[config.mk]
export PLATFORM = sky130hd
export DESIGN_NAME = postfix_expression_evaluator
export DESIGN_NICKNAME = d
export VERILOG_FILES = /design/src/hdl/rpn_pkg.sv /design/src/hdl/rpn_seq.sv /design/src/hdl/rpn_stack.sv /design/src/hdl/rpn_alu.sv /design/src/hdl/postfix_expression_evaluator.sv
export SDC_FILE = /design/constraint.sdc
export NUM_CORES = 2
export LEC_CHECK = 0
export BUFFER_PORTS_ARGS = -buffer_cell sky130_fd_sc_hd__buf_2
export CORE_MARGIN = 4
export CORE_UTILIZATION = 59
export DETAILED_ROUTE_END_ITERATION = 12
export PLACE_DENSITY = 0.74
export RECOVER_POWER = 25
export SETUP_SLACK_MARGIN = 0.5
export SYNTH_ARGS = -nofsm -noshare
export SYNTH_HDL_FRONTEND = slang
export SYNTH_SLANG_ARGS = --single-unit
[constraint.sdc]
create_clock -name i_clk -period 12.9 [get_ports i_clk]
set_input_delay 0.645 -clock i_clk [delete_from_list [all_inputs] [get_ports i_clk]]
set_output_delay 0.645 -clock i_clk [all_outputs]
set_load 0.05 [all_outputs]
[src/hdl/rpn_pkg.sv]
// Shared types, character codes and the microcode table of the postfix evaluator.
package rpn_pkg;

    // Datapath sizes
    localparam int WORD_W          = 32;
    localparam int SYM_W           = 8;
    localparam int STACK_DEPTH_DEF = 32;
    localparam int PC_W            = 4;

    // Character codes
    localparam logic [SYM_W-1:0] CH_ZERO = 8'h30;
    localparam logic [SYM_W-1:0] CH_ADD  = 8'h2B;
    localparam logic [SYM_W-1:0] CH_SUB  = 8'h2D;
    localparam logic [SYM_W-1:0] CH_MUL  = 8'h2A;
    localparam logic [SYM_W-1:0] CH_DIV  = 8'h2F;

    // Micro-actions
    localparam logic [3:0] ACT_NONE  = 4'd0;
    localparam logic [3:0] ACT_FETCH = 4'd1;  // latch the incoming character
    localparam logic [3:0] ACT_PUSHD = 4'd2;  // push operand (byte minus '0')
    localparam logic [3:0] ACT_POPR  = 4'd3;  // pop right operand
    localparam logic [3:0] ACT_POPL  = 4'd4;  // capture right, pop left operand
    localparam logic [3:0] ACT_CAPL  = 4'd5;  // capture left operand
    localparam logic [3:0] ACT_DIVST = 4'd6;  // start the divider
    localparam logic [3:0] ACT_EXEC  = 4'd7;  // compute the operator result
    localparam logic [3:0] ACT_PUSHR = 4'd8;  // push the operator result
    localparam logic [3:0] ACT_POPT  = 4'd9;  // pop the final top of stack
    localparam logic [3:0] ACT_EMIT  = 4'd10; // load the output register, clear

    // Hold conditions: the step repeats while its hold is active
    localparam logic [1:0] HOLD_NONE  = 2'd0;
    localparam logic [1:0] HOLD_INPUT = 2'd1;
    localparam logic [1:0] HOLD_DIV   = 2'd2;
    localparam logic [1:0] HOLD_OUT   = 2'd3;

    // Jump conditions
    localparam logic [2:0] COND_NEVER    = 3'd0;
    localparam logic [2:0] COND_ALWAYS   = 3'd1;
    localparam logic [2:0] COND_OPER     = 3'd2;
    localparam logic [2:0] COND_NOT_DIV  = 3'd3;
    localparam logic [2:0] COND_NOT_LAST = 3'd4;

    // Step addresses
    localparam logic [PC_W-1:0] STEP_FETCH = 4'd0;
    localparam logic [PC_W-1:0] STEP_PUSHD = 4'd1;
    localparam logic [PC_W-1:0] STEP_POPR  = 4'd2;
    localparam logic [PC_W-1:0] STEP_POPL  = 4'd3;
    localparam logic [PC_W-1:0] STEP_CAPL  = 4'd4;
    localparam logic [PC_W-1:0] STEP_DIVST = 4'd5;
    localparam logic [PC_W-1:0] STEP_DIVWT = 4'd6;
    localparam logic [PC_W-1:0] STEP_EXEC  = 4'd7;
    localparam logic [PC_W-1:0] STEP_PUSHR = 4'd8;
    localparam logic [PC_W-1:0] STEP_LAST  = 4'd9;
    localparam logic [PC_W-1:0] STEP_POPT  = 4'd10;
    localparam logic [PC_W-1:0] STEP_EMIT  = 4'd11;

    typedef struct packed {
        logic [3:0]      act;
        logic [1:0]      hold;
        logic [2:0]      cond;
        logic [PC_W-1:0] target;
    } t_uword;

    // Sequencer status inputs
    typedef struct packed {
        logic in_valid;
        logic in_oper;
        logic is_div;
        logic is_last;
        logic div_busy;
        logic out_full;
    } t_seq_stat;

    // Sequencer outputs
    typedef struct packed {
        logic [3:0] act;
        logic       in_ready;
    } t_seq_ctrl;

    typedef struct packed {
        logic push;
        logic pop;
        logic clear;
    } t_stk_ctrl;

    typedef struct packed {
        logic underflow;
        logic overflow;
    } t_stk_flags;

    typedef struct packed {
        logic start;
        logic exec;
    } t_alu_ctrl;

    function automatic logic is_operator(input logic [SYM_W-1:0] sym);
        return (sym == CH_ADD) || (sym == CH_SUB) || (sym == CH_MUL) || (sym == CH_DIV);
    endfunction

    // Microprogram
    function automatic t_uword ucode(input logic [PC_W-1:0] pc);
        t_uword w;
        case (pc)
            STEP_FETCH: w = '{ACT_FETCH, HOLD_INPUT, COND_OPER,     STEP_POPR};
            STEP_PUSHD: w = '{ACT_PUSHD, HOLD_NONE,  COND_ALWAYS,   STEP_LAST};
            STEP_POPR:  w = '{ACT_POPR,  HOLD_NONE,  COND_NEVER,    STEP_FETCH};
            STEP_POPL:  w = '{ACT_POPL,  HOLD_NONE,  COND_NEVER,    STEP_FETCH};
            STEP_CAPL:  w = '{ACT_CAPL,  HOLD_NONE,  COND_NOT_DIV,  STEP_EXEC};
            STEP_DIVST: w = '{ACT_DIVST, HOLD_NONE,  COND_NEVER,    STEP_FETCH};
            STEP_DIVWT: w = '{ACT_NONE,  HOLD_DIV,   COND_NEVER,    STEP_FETCH};
            STEP_EXEC:  w = '{ACT_EXEC,  HOLD_NONE,  COND_NEVER,    STEP_FETCH};
            STEP_PUSHR: w = '{ACT_PUSHR, HOLD_NONE,  COND_NEVER,    STEP_FETCH};
            STEP_LAST:  w = '{ACT_NONE,  HOLD_NONE,  COND_NOT_LAST, STEP_FETCH};
            STEP_POPT:  w = '{ACT_POPT,  HOLD_NONE,  COND_NEVER,    STEP_FETCH};
            STEP_EMIT:  w = '{ACT_EMIT,  HOLD_OUT,   COND_ALWAYS,   STEP_FETCH};
            default:    w = '{ACT_NONE,  HOLD_NONE,  COND_ALWAYS,   STEP_FETCH};
        endcase
        return w;
    endfunction

endpackage

[src/hdl/rpn_seq.sv]
// Microcode sequencer: step counter, control ROM, hold and jump logic.
module rpn_seq (
    input  logic                i_clk,
    input  logic                i_rst_n,
    input  rpn_pkg::t_seq_stat  i_stat,
    output rpn_pkg::t_seq_ctrl  o_ctrl
);
    import rpn_pkg::*;

    logic [PC_W-1:0] r_pc;
    logic [PC_W-1:0] n_pc;
    t_uword          uw;
    logic            holding;
    logic            jump;

    assign uw = ucode(r_pc);

    // Hold evaluation
    always_comb begin
        case (uw.hold)
            HOLD_INPUT: holding = !i_stat.in_valid;
            HOLD_DIV:   holding = i_stat.div_busy;
            HOLD_OUT:   holding = i_stat.out_full;
            default:    holding = 1'b0;
        endcase
    end

    // Jump evaluation
    always_comb begin
        case (uw.cond)
            COND_ALWAYS:   jump = 1'b1;
            COND_OPER:     jump = i_stat.in_oper;
            COND_NOT_DIV:  jump = !i_stat.is_div;
            COND_NOT_LAST: jump = !i_stat.is_last;
            default:       jump = 1'b0;
        endcase
    end

    // Next step
    always_comb begin
        if (holding) begin
            n_pc = r_pc;
        end else if (jump) begin
            n_pc = uw.target;
        end else begin
            n_pc = r_pc + PC_W'(1);
        end
    end

    always_ff @(posedge i_clk) begin
        if (!i_rst_n) begin
            r_pc <= STEP_FETCH;
        end else begin
            r_pc <= n_pc;
        end
    end

    // No transfer is taken while reset is held
    assign o_ctrl.act      = holding ? ACT_NONE : uw.act;
    assign o_ctrl.in_ready = (uw.hold == HOLD_INPUT) && i_rst_n;

endmodule

[src/hdl/rpn_stack.sv]
// Operand stack: memory with registered read, count and sticky underflow/overflow flags.
module rpn_stack #(
    parameter int STACK_DEPTH = rpn_pkg::STACK_DEPTH_DEF
) (
    input  logic                        i_clk,
    input  logic                        i_rst_n,
    input  rpn_pkg::t_stk_ctrl          i_ctrl,
    input  logic [rpn_pkg::WORD_W-1:0]  i_push_data,
    output logic [rpn_pkg::WORD_W-1:0]  o_pop_value,
    output rpn_pkg::t_stk_flags         o_flags
);
    import rpn_pkg::*;

    localparam int CW = $clog2(STACK_DEPTH + 1);
    localparam int AW = $clog2(STACK_DEPTH);
    localparam logic [CW-1:0] FULL_CNT = CW'(STACK_DEPTH);

    logic [WORD_W-1:0] mem [STACK_DEPTH];
    logic [WORD_W-1:0] r_rd_data;
    logic              r_pop_empty;
    logic [CW-1:0]     r_count;
    logic              r_unf;
    logic              r_ovf;
    logic              is_empty;
    logic              is_full;
    logic [CW-1:0]     top_cnt;
    logic [AW-1:0]     wr_addr;
    logic [AW-1:0]     rd_addr;

    assign is_empty = (r_count == '0);
    assign is_full  = (r_count == FULL_CNT);
    assign top_cnt  = r_count - CW'(1);
    assign wr_addr  = r_count[AW-1:0];
    assign rd_addr  = top_cnt[AW-1:0];

    // Storage
    always_ff @(posedge i_clk) begin
        if (i_ctrl.push && !is_full) begin
            mem[wr_addr] <= i_push_data;
        end
        if (i_ctrl.pop && !is_empty) begin
            r_rd_data <= mem[rd_addr];
        end
    end

    // Count and flags
    always_ff @(posedge i_clk) begin
        if (!i_rst_n) begin
            r_count     <= '0;
            r_unf       <= 1'b0;
            r_ovf       <= 1'b0;
            r_pop_empty <= 1'b0;
        end else if (i_ctrl.clear) begin
            r_count <= '0;
            r_unf   <= 1'b0;
            r_ovf   <= 1'b0;
        end else if (i_ctrl.push) begin
            if (is_full) begin
                r_ovf <= 1'b1;
            end else begin
                r_count <= r_count + CW'(1);
            end
        end else if (i_ctrl.pop) begin
            r_pop_empty <= is_empty;
            if (is_empty) begin
                r_unf <= 1'b1;
            end else begin
                r_count <= top_cnt;
            end
        end
    end

    // Empty pop reads as all ones
    assign o_pop_value       = r_pop_empty ? '1 : r_rd_data;
    assign o_flags.underflow = r_unf;
    assign o_flags.overflow  = r_ovf;

endmodule

[src/hdl/rpn_alu.sv]
// Operator unit: add, subtract, multiply and a radix-2 restoring divider.
module rpn_alu (
    input  logic                        i_clk,
    input  logic                        i_rst_n,
    input  rpn_pkg::t_alu_ctrl          i_ctrl,
    input  logic [rpn_pkg::SYM_W-1:0]   i_symbol,
    input  logic [rpn_pkg::WORD_W-1:0]  i_left,
    input  logic [rpn_pkg::WORD_W-1:0]  i_right,
    output logic [rpn_pkg::WORD_W-1:0]  o_result,
    output logic                        o_busy
);
    import rpn_pkg::*;

    localparam int CNT_W = $clog2(WORD_W);
    localparam logic [CNT_W-1:0] LAST_ITER = CNT_W'(WORD_W - 1);

    logic              r_busy;
    logic [CNT_W-1:0]  r_cnt;
    logic [WORD_W-1:0] r_rem;
    logic [WORD_W-1:0] r_quo;
    logic [WORD_W-1:0] r_dvs;
    logic              r_neg;
    logic [WORD_W-1:0] r_res;
    logic [WORD_W-1:0] n_res;
    logic [WORD_W:0]   shifted;
    logic [WORD_W:0]   diff;
    logic              fits;
    logic [WORD_W-1:0] abs_l;
    logic [WORD_W-1:0] abs_r;
    logic [WORD_W-1:0] mul_lo;

    assign abs_l   = i_left[WORD_W-1]  ? (~i_left + WORD_W'(1))  : i_left;
    assign abs_r   = i_right[WORD_W-1] ? (~i_right + WORD_W'(1)) : i_right;
    assign shifted = {r_rem, r_quo[WORD_W-1]};
    assign diff    = shifted - {1'b0, r_dvs};
    assign fits    = (shifted >= {1'b0, r_dvs});
    assign mul_lo  = i_left * i_right;

    // Divider control
    always_ff @(posedge i_clk) begin
        if (!i_rst_n) begin
            r_busy <= 1'b0;
            r_cnt  <= '0;
        end else if (i_ctrl.start) begin
            r_busy <= 1'b1;
            r_cnt  <= '0;
        end else if (r_busy) begin
            r_cnt <= r_cnt + CNT_W'(1);
            if (r_cnt == LAST_ITER) begin
                r_busy <= 1'b0;
            end
        end
    end

    // Divider datapath: one quotient bit per cycle on magnitudes
    always_ff @(posedge i_clk) begin
        if (i_ctrl.start) begin
            r_rem <= '0;
            r_quo <= abs_l;
            r_dvs <= abs_r;
            r_neg <= i_left[WORD_W-1] ^ i_right[WORD_W-1];
        end else if (r_busy) begin
            r_rem <= fits ? diff[WORD_W-1:0] : shifted[WORD_W-1:0];
            r_quo <= {r_quo[WORD_W-2:0], fits};
        end
    end

    // Result selection
    always_comb begin
        case (i_symbol)
            CH_ADD:  n_res = i_left + i_right;
            CH_SUB:  n_res = i_left - i_right;
            CH_MUL:  n_res = mul_lo;
            CH_DIV: begin
                if (i_right == '0) begin
                    n_res = '0;
                end else begin
                    n_res = r_neg ? (~r_quo + WORD_W'(1)) : r_quo;
                end
            end
            default: n_res = '0;
        endcase
    end

    always_ff @(posedge i_clk) begin
        if (i_ctrl.exec) begin
            r_res <= n_res;
        end
    end

    assign o_result = r_res;
    assign o_busy   = r_busy;

endmodule

[src/hdl/postfix_expression_evaluator.sv]
// Top level of the postfix expression evaluator: sequencer, stack, operator unit, output register.
//
// Takes one character of a postfix expression per transfer. + - * / pop two
// operands (right first) and push the 32-bit wrapped result; any other byte
// pushes the byte minus '0'. On a character flagged last the top is popped
// and delivered with sticky underflow, overflow and divide-by-zero flags,
// after which the stack and flags clear. Empty pops give -1, pushes onto a
// full stack are dropped, division by zero gives 0. One character is worked
// at a time by a microcoded sequencer, and / waits on the radix-2 divider,
// which produces one quotient bit per cycle. A last character adds a pop and
// the output load, plus any wait for the output register to be taken. The
// next character transfers as soon as the sequencer returns to its fetch
// step, even while a result still waits.
module postfix_expression_evaluator #(
    parameter int STACK_DEPTH = rpn_pkg::STACK_DEPTH_DEF
) (
    input  logic                               i_clk,
    input  logic                               i_rst_n,
    input  logic                               i_valid,
    output logic                               o_ready,
    input  logic [rpn_pkg::SYM_W-1:0]          i_symbol,
    input  logic                               i_last,
    output logic                               o_valid,
    input  logic                               i_ready,
    output logic signed [rpn_pkg::WORD_W-1:0]  o_value,
    output logic                               o_underflow_seen,
    output logic                               o_overflow_seen,
    output logic                               o_divide_by_zero_seen
);
    import rpn_pkg::*;

    t_seq_stat         seq_stat;
    t_seq_ctrl         seq_ctrl;
    t_stk_ctrl         stk_ctrl;
    t_stk_flags        stk_flags;
    t_alu_ctrl         alu_ctrl;
    logic [3:0]        act;
    logic [WORD_W-1:0] pop_value;
    logic [WORD_W-1:0] push_data;
    logic [WORD_W-1:0] alu_res;
    logic              div_busy;

    logic [SYM_W-1:0]  r_symbol;
    logic              r_last;
    logic [WORD_W-1:0] r_left;
    logic [WORD_W-1:0] r_right;
    logic              r_dz;
    logic              r_out_valid;
    logic [WORD_W-1:0] r_value;
    logic              r_out_unf;
    logic              r_out_ovf;
    logic              r_out_dz;

    assign act = seq_ctrl.act;

    // Sequencer
    assign seq_stat.in_valid = i_valid;
    assign seq_stat.in_oper  = is_operator(i_symbol);
    assign seq_stat.is_div   = (r_symbol == CH_DIV);
    assign seq_stat.is_last  = r_last;
    assign seq_stat.div_busy = div_busy;
    assign seq_stat.out_full = r_out_valid && !i_ready;

    rpn_seq u_seq (
        .i_clk   (i_clk),
        .i_rst_n (i_rst_n),
        .i_stat  (seq_stat),
        .o_ctrl  (seq_ctrl)
    );

    // Stack
    assign stk_ctrl.push  = (act == ACT_PUSHD) || (act == ACT_PUSHR);
    assign stk_ctrl.pop   = (act == ACT_POPR) || (act == ACT_POPL) || (act == ACT_POPT);
    assign stk_ctrl.clear = (act == ACT_EMIT);
    assign push_data = (act == ACT_PUSHD) ? ({{(WORD_W - SYM_W){1'b0}}, r_symbol}
                                             - WORD_W'(CH_ZERO))
                                          : alu_res;

    rpn_stack #(
        .STACK_DEPTH (STACK_DEPTH)
    ) u_stack (
        .i_clk       (i_clk),
        .i_rst_n     (i_rst_n),
        .i_ctrl      (stk_ctrl),
        .i_push_data (push_data),
        .o_pop_value (pop_value),
        .o_flags     (stk_flags)
    );

    // Operator unit
    assign alu_ctrl.start = (act == ACT_DIVST);
    assign alu_ctrl.exec  = (act == ACT_EXEC);

    rpn_alu u_alu (
        .i_clk    (i_clk),
        .i_rst_n  (i_rst_n),
        .i_ctrl   (alu_ctrl),
        .i_symbol (r_symbol),
        .i_left   (r_left),
        .i_right  (r_right),
        .o_result (alu_res),
        .o_busy   (div_busy)
    );

    // Character latch and operand capture
    always_ff @(posedge i_clk) begin
        if (act == ACT_FETCH) begin
            r_symbol <= i_symbol;
            r_last   <= i_last;
        end
        if (act == ACT_POPL) begin
            r_right <= pop_value;
        end
        if (act == ACT_CAPL) begin
            r_left <= pop_value;
        end
    end

    // Sticky divide-by-zero flag
    always_ff @(posedge i_clk) begin
        if (!i_rst_n) begin
            r_dz <= 1'b0;
        end else if (act == ACT_EMIT) begin
            r_dz <= 1'b0;
        end else if ((act == ACT_EXEC) && (r_symbol == CH_DIV) && (r_right == '0)) begin
            r_dz <= 1'b1;
        end
    end

    // Output register
    always_ff @(posedge i_clk) begin
        if (!i_rst_n) begin
            r_out_valid <= 1'b0;
        end else if (act == ACT_EMIT) begin
            r_out_valid <= 1'b1;
        end else if (i_ready) begin
            r_out_valid <= 1'b0;
        end
    end

    always_ff @(posedge i_clk) begin
        if (act == ACT_EMIT) begin
            r_value   <= pop_value;
            r_out_unf <= stk_flags.underflow;
            r_out_ovf <= stk_flags.overflow;
            r_out_dz  <= r_dz;
        end
    end

    assign o_ready               = seq_ctrl.in_ready;
    assign o_valid               = r_out_valid;
    assign o_value               = r_value;
    assign o_underflow_seen      = r_out_unf;
    assign o_overflow_seen       = r_out_ovf;
    assign o_divide_by_zero_seen = r_out_dz;

endmodule
=== Word level (Yosys, flattened, before mapping) ===
Memory sizes are Yosys's and may differ from the RTL's. A register that Yosys moved wholly into a read port is not among the register bits.
Cells that the tools add are included.

* Add/subtract/negate cells: 11
* Multipliers: 1
* Order comparisons: 1
* Equality and inequality tests: 29
* Multiplexer cells: 27
* Bitwise operators: 7
* Reductions and logical operators: 29

{| class="wikitable"
|+ Operators by type and width
! kind !! count
|-
| $mux W32 || 8
|-
| $pmux W32 S4 || 1
|-
| $add A32 B1 Y32 const B || 3
|-
| $not A32 Y32 || 3
|-
| $eq A8 B6 Y1 const B || 8
|-
| $sub A32 B32 Y32 || 2
|-
| $ge A33 B32 Y1 || 1
|-
| $add A32 B32 Y32 || 1
|-
| $logic_not A32 Y1 || 1
|-
| $mul A32 B32 Y32 || 1
|-
| $mux W31 || 1
|-
| $mux W6 || 4
|-
| $eq A4 B3 Y1 const B || 4
|-
| $mux W4 || 4
|-
| $eq A4 B4 Y1 const B || 3
|-
| $reduce_and A3 Y1 || 3
|-
| $sub A8 B6 Y9 const B || 1
|-
| $eq A4 B2 Y1 const B || 2
|-
| $mux W1 || 7
|-
| $add A6 B1 Y6 const B || 1
|-
| $eq A3 B2 Y1 const B || 2
|-
| $eq A6 B6 Y1 const B || 1
|-
| $logic_and A1 B1 Y1 || 6
|-
| $logic_not A1 Y1 || 6
|-
| 20 further kinds || 31
|}

* Register bits: 258
* Memory bits (writable): 1,024
* Memory bits (read-only): 208
* Input bits: 13
* Output and inout bits: 37
* Memories kept: 2

{| class="wikitable"
|+ Memory list
! name !! words !! bits a word !! rd ports !! clocked after memory_dff !! wr ports !! RTL line !! RTL
|-
| u_stack.mem || 32 || 32 || 1 || 1 || 1 || rpn_stack.sv:18 || <nowiki>logic [WORD_W-1:0] mem [STACK_DEPTH];</nowiki>
|-
| (name not given) || 16 || 13 || 1 || 1 || 0 || rpn_pkg.sv:103 || <nowiki>case (pc)</nowiki>
|}

=== Depth between registers and ports, before layout ===
* Word-level depth: 9
* Depth in mapped cells: 28

=== By module ===
Synthesis repeated with hierarchy kept, for this count alone.

* Cells, all modules: 5,196
* Area total of the unflattened synthesis: 71,942.7 um^2

{| class="wikitable"
|+ By module, submodules not included
! module !! times used !! cells an instance !! area each (um^2) !! sequential area each (um^2)
|-
| rpn_stack || 1 || 1,968 || 41,183.2 || 31,890.6
|-
| rpn_alu || 1 || 2,918 || 25,967.4 || 3,673.5
|-
| postfix_expression_evaluator || 1 || 223 || 3,920.0 || 3,283.1
|-
| rpn_seq || 1 || 87 || 872.1 || 320.3
|}

=== Least setup slack after synthesis ===
No wires, ideal clock.

* Path kind: register -> register
* Start point: reg r_right[5]
* End point: reg u_alu.r_res[29] (netlist: u_alu.o_result[29]) (data pin)
* Setup time: 259 ps
* Data arrival time: 7,157 ps
* Path slack: 5,484 ps
* Cell stages (with the launch flop): 24
* Path buffers: 2
* Path through: edfxtp_1 clkbuf_1 buf_1 nand2_1 fa_1 fa_1 fa_1 fa_1 fa_1 fa_1 fa_1 fa_1 inv_1 ha_1 a21o_1 a21o_1 a21o_1 a211o_1 a21oi_1 o41ai_1 a31oi_1 mux2i_1 o221ai_1 a211o_1

* Cells in the longest elaborated chain, start to end: 3

{| class="wikitable"
|+ RTL lines
! element !! RTL line !! RTL
|-
| from (decl) || postfix_expression_evaluator.sv:46 || <nowiki>logic [WORD_W-1:0] r_right;</nowiki>
|-
| from (signal assigned) || postfix_expression_evaluator.sv:112 || <nowiki>r_right <= pop_value;</nowiki>
|-
| parallel branches: the longest is 2 deep, another holds $mul A32 B32 Y32 || - ||
|-
| $pmux W32 S4 (*) || rpn_alu.sv:70 || <nowiki>case (i_symbol)</nowiki>
|-
| to (signal assigned) || rpn_alu.sv:87 || <nowiki>r_res <= n_res;</nowiki>
|-
| to (decl) || rpn_alu.sv:23 || <nowiki>logic [WORD_W-1:0] r_res;</nowiki>
|}

Every way passes the cells marked *.
A chain may end at the register's enable or synchronous reset.

=== Final worst setup path ===
* Start point: reg u_stack.r_count[0]
* End point: reg u_stack.r_rd_data[25], read port of u_stack.mem (data pin)

{| class="wikitable"
|+ RTL lines
! element !! RTL line !! RTL
|-
| from (decl) || rpn_stack.sv:21 || <nowiki>logic [CW-1:0] r_count;</nowiki>
|-
| from (signal assigned) || rpn_stack.sv:61 || <nowiki>r_count <= r_count + CW'(1);</nowiki>
|-
| from (signal assigned) || rpn_stack.sv:68 || <nowiki>r_count <= top_cnt;</nowiki>
|-
| $sub A6 B1 Y6 || rpn_stack.sv:32 || <nowiki>assign top_cnt = r_count - CW'(1);</nowiki>
|-
| net u_stack.top_cnt[0] || rpn_stack.sv:26 || <nowiki>logic [CW-1:0] top_cnt;</nowiki>
|-
| to (decl) || rpn_stack.sv:19 || <nowiki>logic [WORD_W-1:0] r_rd_data;</nowiki>
|}

The timed path passes the listed nets, and every way through them passes these cells.

==> impl_metrics.env <==
export IMPL_status="finished, violations left"
export IMPL_violations="max-capacitance violations, max-slew violations"
export IMPL_place_hpwl_um=112000
export IMPL_worst_path_max_fanout=124
export IMPL_cp_top_family="adder cells"
export IMPL_clock_path_buffers=3
export IMPL_fmax_mhz=114
export IMPL_synth_seq_area_share_pct=55.1
export IMPL_grt_pass1_wl_um=281000
export IMPL_initial_utilization_pct=59.4
export IMPL_synth_seq_cells=1326
export IMPL_post_route_min_period_ps=8790
export IMPL_worst_ep_required_time_ps=13320
export IMPL_slew_limit_headroom_pct=-181
export IMPL_timing_rr_end="u_stack.r_rd_data[25]"
export IMPL_cp_common_cell="mux4_2"
export IMPL_holdPathEnd="r_last"
export IMPL_critPathMaxStageDelay_ps=2640
export IMPL_finalHoldViolCount=0
export IMPL_cts_hold_buf=0
export IMPL_syn_to_final_growth_pct=8.65
export IMPL_cts_sinks=1326
export IMPL_fillers=8366
export IMPL_r2r_slack_ps=4110
export IMPL_drt_pass1_iterations=6
export IMPL_post_cts_resized=0
export IMPL_synth_edf_count=1261
export IMPL_ctsRootBufferMaster="clkbuf_16"
export IMPL_min_delay_start="i_last"
export IMPL_tightest_slew_ps=4220
export IMPL_layout_drive_gt1_share_pct=14.3
export IMPL_r2r_start="u_stack.r_count[0]"
export IMPL_syn_inst=4842
export IMPL_synth_distinct_cells=76
export IMPL_drc=0
export IMPL_grtUsageTotal_pct=30.3
export IMPL_dieArea_um2=126000
export IMPL_synthesis_area_um2=71100
export IMPL_utilization_pct=64.5
export IMPL_post_cts_buffers=0
export IMPL_final_cell_mix="1261 x edfxtp_1, 510 x nand2_1, 410 x fa_1, 360 x inv_1, 320 x mux4_2"
export IMPL_grt_pass1_vias=42962
export IMPL_r2r_cells=7
export IMPL_finalCritPeriodShare_pct=68.1
export IMPL_cts_clk_slew_worst_paths_ps=60
export IMPL_grt_max_degree=125
export IMPL_critical_path_class="reg -> reg"
export IMPL_start_kind="register"
export IMPL_io_pins=50
export IMPL_worstHoldPathCells=1
export IMPL_layout_commonest_cell="edfxtp_1"
export IMPL_finClkSkew_ps=36.7
export IMPL_yosys_warnings=0
export IMPL_portBuffers=49
export IMPL_wirelength_um=189000
export IMPL_crit_buf_inv=3
export IMPL_finalSetupViolations=0
export IMPL_rsz0062_at_grt="no"
export IMPL_fin_nets=5467
export IMPL_wl_per_cell_um=28.8
export IMPL_async_reset_ff_share_pct=0
export IMPL_crit_path_start="u_stack.r_count[0]"
export IMPL_path_cells="inv_1 > ha_1 > buf_12 > buf_4 > mux4_2 > mux4_2 > mux2_2"
export IMPL_cpMaxStageDelayCell="ha_1"
export IMPL_maxCapViolations=20
export IMPL_cp_end_kind="register"
export IMPL_vias=42256
export IMPL_synth_flop_cell="edfxtp_1"
export IMPL_synth_avg_cell_area_um2=14.7
export IMPL_syn_num_nets=5470
export IMPL_design_area_um2=77300
export IMPL_placed_area_um2=73400
export IMPL_antenna_found_initial=9
export IMPL_cts_tree="built"
export IMPL_drt_vias_per_instance=6.45
export IMPL_gp_congestion=0.960
export IMPL_htree_levels=3
export IMPL_hold_path_class="in -> reg"
export IMPL_setup_tns_final_ps=0
export IMPL_ant_nets=0
export IMPL_core_area_um2=120000
export IMPL_grt_ovfl_total=0
export IMPL_die_w_um=355
export IMPL_row_count=127
export IMPL_die_h_um=355
export IMPL_numCtsBuffers=119
export IMPL_insertion_delay_ps=710
export IMPL_drt_iter0_markers=5283
export IMPL_worstPathArrival_ps=9210
export IMPL_drv_slew=718
[cell families (layout without fill, tap and decap cells)]
group | count (synthesis) | in the layout | synth area share, %
DFF | 1326 | 1326 | 55.1
and+or+nand+nor | 1128 | 1128 | 7.60
buffers and inverters | 634 | 725 | 3.37
adders and majority gates | 615 | 615 | 15.1
AOI/OAI and AO/OA | 510 | 510 | 4.72
muxes | 372 | 372 | 10.9
xor gates and xnor gates | 257 | 257 | 3.16
other | 0 | 7 | 0
[worst reg2reg max path: stages (launching register included)]
cell	delay, ps
dfxtp_1	2390
inv_1	420
ha_1	2640
buf_12	540
buf_4	1170
mux4_2	510
mux4_2	540
mux2_2	300
[sequential cells by signal (all words and copies together), names as in the netlist, 8 cells and up]
name               count
u_stack.mem         1024
o_value               32
r_left                32
r_right               32
u_alu.o_result        32
u_alu.r_dvs           32
u_alu.r_quo           32
u_alu.r_rem           32
u_stack.r_rd_data     32
u_seq.uw              12
r_symbol               8
[synthesized netlist by cell type, types with 37 or more instances]
master | count | area, µm²
mux4_2 | 320 | 7210
a21oi_1 | 116 | 581
fa_1 | 410 | 8210
mux2_2 | 37 | 417
ha_1 | 205 | 2560
o21ai_0 | 107 | 536
or2_2 | 43 | 269
and2_1 | 196 | 1230
edfxtp_1 | 1261 | 37900
inv_1 | 362 | 1360
dfxtp_1 | 65 | 1300
xnor2_1 | 143 | 1250
nor2_1 | 162 | 608
nand2b_1 | 37 | 231
nand2_1 | 510 | 1910
xor2_1 | 114 | 998
clkbuf_1 | 235 | 882
a21o_1 | 63 | 473
[through the flow]
| stage | cells | setup WS [ps] | hold WS (ps) |
|---|---|---|---|
| after floorplan | 4842 | 5480 | 409 |
| after global placement | 6330 | 4950 | 417 |
| after detailed placement | 6330 | 4900 | 422 |
| after CTS | 6545 | 4870 | 72.3 |
| after global routing | 6545 | 3570 | 84.7 |
| final | 6552 | 4110 | 116 |
[layer usage]
| metal | wire length (µm) | up-vias | global-route usage (%) |
|---|---|---|---|
| met4 | 9590 | 6 | 12.6 |
| met3 | 18200 | 497 | 5.01 |
| li1 | - | 17541 | - |
| met2 | 92000 | 2540 | 49.7 |
| met1 | 68900 | 21672 | 41.0 |
| met5 | 39 | - | 0 |
[cell type report]
type,count,area (µm²),share of cell area [%]
inverter,363,1360,1.76
timing repair buffer,147,891,1.15
tap,1612,2020,2.61
sequential,1326,39200,50.7
multi-input combinational,2882,29800,38.6
clock buffer,142,3160,4.09
clock inverter,73,847,1.10
antenna,7,17.5,0.0227
[worst max-delay path by stage]
stage / endpoint / cells past startpoint
finish: u_stack.r_rd_data[25] / 7
global route: u_stack.r_rd_data[25] / 7
CTS: u_alu.o_result[29] / 21
detailed placement: u_alu.o_result[29] / 23
global placement: u_alu.o_result[29] / 23
floorplan: u_alu.o_result[29] / 23
Power is not shown: default switching activity piles up to over one toggle a cycle in this logic, so the estimate is an artifact.
